<file path="src/rtl/ppc_ram.sv">
`timescale 1ns / 1ps

module ppc_ram #(
    parameter int WIDTH = 8,
    parameter int DEPTH = 64
) (
    input  logic                     aclk,
    input  logic                     we,
    input  logic [$clog2(DEPTH)-1:0] waddr,
    input  logic [WIDTH-1:0]         wdata,
    input  logic                     re,
    input  logic [$clog2(DEPTH)-1:0] raddr,
    output logic [WIDTH-1:0]         rdata
);

    logic [WIDTH-1:0] mem [DEPTH];
    logic [WIDTH-1:0] rdata_reg;

    always_ff @(posedge aclk) begin
        if (we) begin
            mem[waddr] <= wdata;
        end
        if (re) begin
            rdata_reg <= mem[raddr];
        end
    end

    assign rdata = rdata_reg;

endmodule

</file>
<file path="config.mk">
export PLATFORM = sky130hd
export DESIGN_NAME = ppc_ram
export DESIGN_NICKNAME = d
export VERILOG_FILES = /design/src/rtl/ppc_ram.sv
export SDC_FILE = /design/constraint.sdc
export NUM_CORES = 1
export LEC_CHECK = 0
export ABC_AREA = 1
export BUFFER_PORTS_ARGS = -buffer_cell sky130_fd_sc_hd__clkbuf_2
export CAP_MARGIN = 20
export CORE_MARGIN = 2
export CORE_UTILIZATION = 35
export DETAILED_ROUTE_END_ITERATION = 8
export GPL_ROUTABILITY_DRIVEN = 0
export MAX_ROUTING_LAYER = met4
export PLACE_DENSITY = 0.49
export SYNTH_ARGS = -nofsm -noshare
export SYNTH_HDL_FRONTEND = slang
export SYNTH_SLANG_ARGS = --single-unit
export TNS_END_PERCENT = 10
</file>
<file path="constraint.sdc">
create_clock -name aclk -period 2.2 [get_ports aclk]
set_clock_uncertainty 0.05 [all_clocks]
set_input_delay 0.33 -clock aclk [delete_from_list [all_inputs] [get_ports aclk]]
set_output_delay 0.33 -clock aclk [all_outputs]
set_load 0.03 [all_outputs]
</file>
==> flow_summary.toml <==
[outcome]
status = "completed"

[worst_setup_path]
cpMaxStageDelayCell = "edfxtp_1"
worstReg2RegEnd = "rdata[2]$_DFFE_PP_"
cp_max_fo = 1
critical_path_class = "register to primary output"
reg2reg_from = "mem[27][2]$_DFFE_PP_"
critPathMaxStageDelay_ns = 0.49
arrival_ns = 1.33
cp-start-kind = "register"
r2r_slack_ns = 0.63
required_ns = 1.82
crit_path_end_kind = "primary output"
r2r_cells = 8
critPathTopFamily = "flip-flops"
path_cells = "clkbuf_2"
path_buf_inv = 1

[power]
p_leak_uw = 0.00896
vdd_drop_max_uv = 469
power_density_nw_per_um2 = 865

[layout]
fin_cells = 2725
fill_cells = 5647
largest_register_ffs = 512
fin_util_pct = 40.8
drive_gt1_share_pct = 11.5
final_nets = 1924
syn_to_final_growth_pct = 15.2

[global_route]
grt_usage_pct = 19.5
grt_pass1_wl_um = 89300
globalRouteOverflowTotal = 0
antenna_found_initial = 2
grt_pass1_vias = 13749
grt_max_degree = 91

[cts]
cts_buffer_depth = 3
cts_setup_buffers = 0
path_clk_slew_ns = 0.06
clk_latency_ns = 0.61
cts_buffers = 55
cts_sinks = 520
cts_resized = 0
cts_hold_buf = 0
cts_root_buffer = "clkbuf_16"
cts_tree = "yes"
htree_levels = 2

[logic_synthesis]
synth-seq-cells = 520
postSynthAreaPerCell_um2 = 11.9
synth_compound_area_share_pct = 0
synth_seq_area_share_pct = 72.9
synth_cell_types = 15
synth.top_cell.area_share_pct = 72.9
synth-simple-area-share_pct = 23.1
synth.most_common_cell = "nand2_1"
synthCells = 1805
synth_edf_count = 520
synth_area_leaders = "edfxtp_1, nand2_1, nand3_1"
synth_nets = 1828
synthAdderAreaFrac_pct = 0
yosys.area_share.xor_xnor_pct = 0
synthMuxAreaShare_pct = 0
yosys_warnings = 0
ys.flop_type = "edfxtp_1"
async_flop_share_pct = 0
synth_top_family_by_area = "simple AND/OR/NAND/NOR gates"
synth_top_cell_by_area = "edfxtp_1"
synth.cell_area_um2 = 21400
synthTopCellsByCount = "nand2_1, edfxtp_1, nand3_1"

[sta]
tightest_slew_ns = 0.709
fin_tns_setup_ns = 0
fmax_ghz = 0.586
slew_viol_final = 0
final.period_utilization_pct = 77.6
hold_violations = 0
grt_setup_unrepaired = "no"
setup_viol = 0
hold_slack_ns = 0.115
fin_crit_ns = 1.71
slew-limit-headroom_pct = 52.7

[worst_hold_path]
hold_class = "input pin to register"
min_to = "rdata[6]$_DFFE_PP_"
whs_path_depth = 1
hold_start = "re"

[floorplanning]
dieArea_um2 = 63200
fp.dieW_um = 251
rows = 90
die_h_um = 251
core_area_um2 = 60500
start_util_pct = 35.4
ios = 31

[route]
route.vias.total = 14029
drtAntennaViolNets = 0
drc = 0
first_pass_iters = 7
drt-wirelength-per-cell_um = 21.8
drt-total-wl_um = 59500
drt_iter0_drc = 1278
via_per_inst = 5.15

[placed_design]
portBuffers = 30
hpwl_um = 35400
dp_cells = 2626

[flow_run]
maxCapViolations = 0
[cells by family after synthesis]
family                 count (synthesis)
and+or+nand+nor                     1160
buffers and inverters                125
DFF                                  520
[layer usage]
layer	track usage [%]	wire length, µm	share of wire [%]
met1	26.8	27000	45
met4	4.97	1220	2.1
met5	-	0	0
met3	4.36	4290	7.2
met2	29.5	26900	45
[report_power, final]
part	switching, µW	internal, µW
clock network	3730	5170
logic	1050	381
registers	30.0	11000
[cell type report]
| type | count | area [µm²] | share of cell area [%] |
|---|---|---|---|
| Timing Repair Buffer | 152 | 1390 | 5.63 |
| Multi-Input combinational cell | 1160 | 4950 | 20.0 |
| Clock buffer | 75 | 1490 | 6.05 |
| Clock inverter | 22 | 200 | 0.811 |
| Sequential cell | 520 | 15600 | 63.3 |
| Tap cell | 782 | 978 | 3.96 |
| Inverter | 12 | 52.6 | 0.213 |
| Antenna cell | 2 | 5.00 | 0.0203 |
[through the flow]
step                area [µm²]  worst slack (ns)  power [µW]
finish                   24700             0.493       21400
floorplan                21400            0.0539       12000
detailed placement       23000            0.0994       12700
global placement         23000             0.111       12700
global route             24700             0.432       22000
CTS                      24700             0.456       21600
[worst max-delay path by stage]
stage	start	end	slack, ns	depth (start not counted)
floorplan	we	mem[48][0]$_DFFE_PP_	0.05	3
global placement	raddr[0]	rdata[4]$_DFFE_PP_	0.11	11
detailed placement	raddr[0]	rdata[4]$_DFFE_PP_	0.1	11
CTS	rdata[7]$_DFFE_PP_	rdata[7]	0.46	1
global route	rdata[7]$_DFFE_PP_	rdata[7]	0.43	1
finish	rdata[7]$_DFFE_PP_	rdata[7]	0.49	1
[cells in the final DEF, fill, tap and decap left out, types with 4 or more instances in the layout]
cell and instances:
nand2_1 648, buf_4 98, nor2_1 56, bufinv_16 4, nand4_1 9, nor4_1 8, clkbuf_16 57, clkinv_1 11
nand3_1 439, edfxtp_1 520, clkbuf_1 18, buf_12 25, clkbuf_2 28, inv_1 9, clkinv_2 6
No activity file was read; power rests on OpenSTA's default activity.
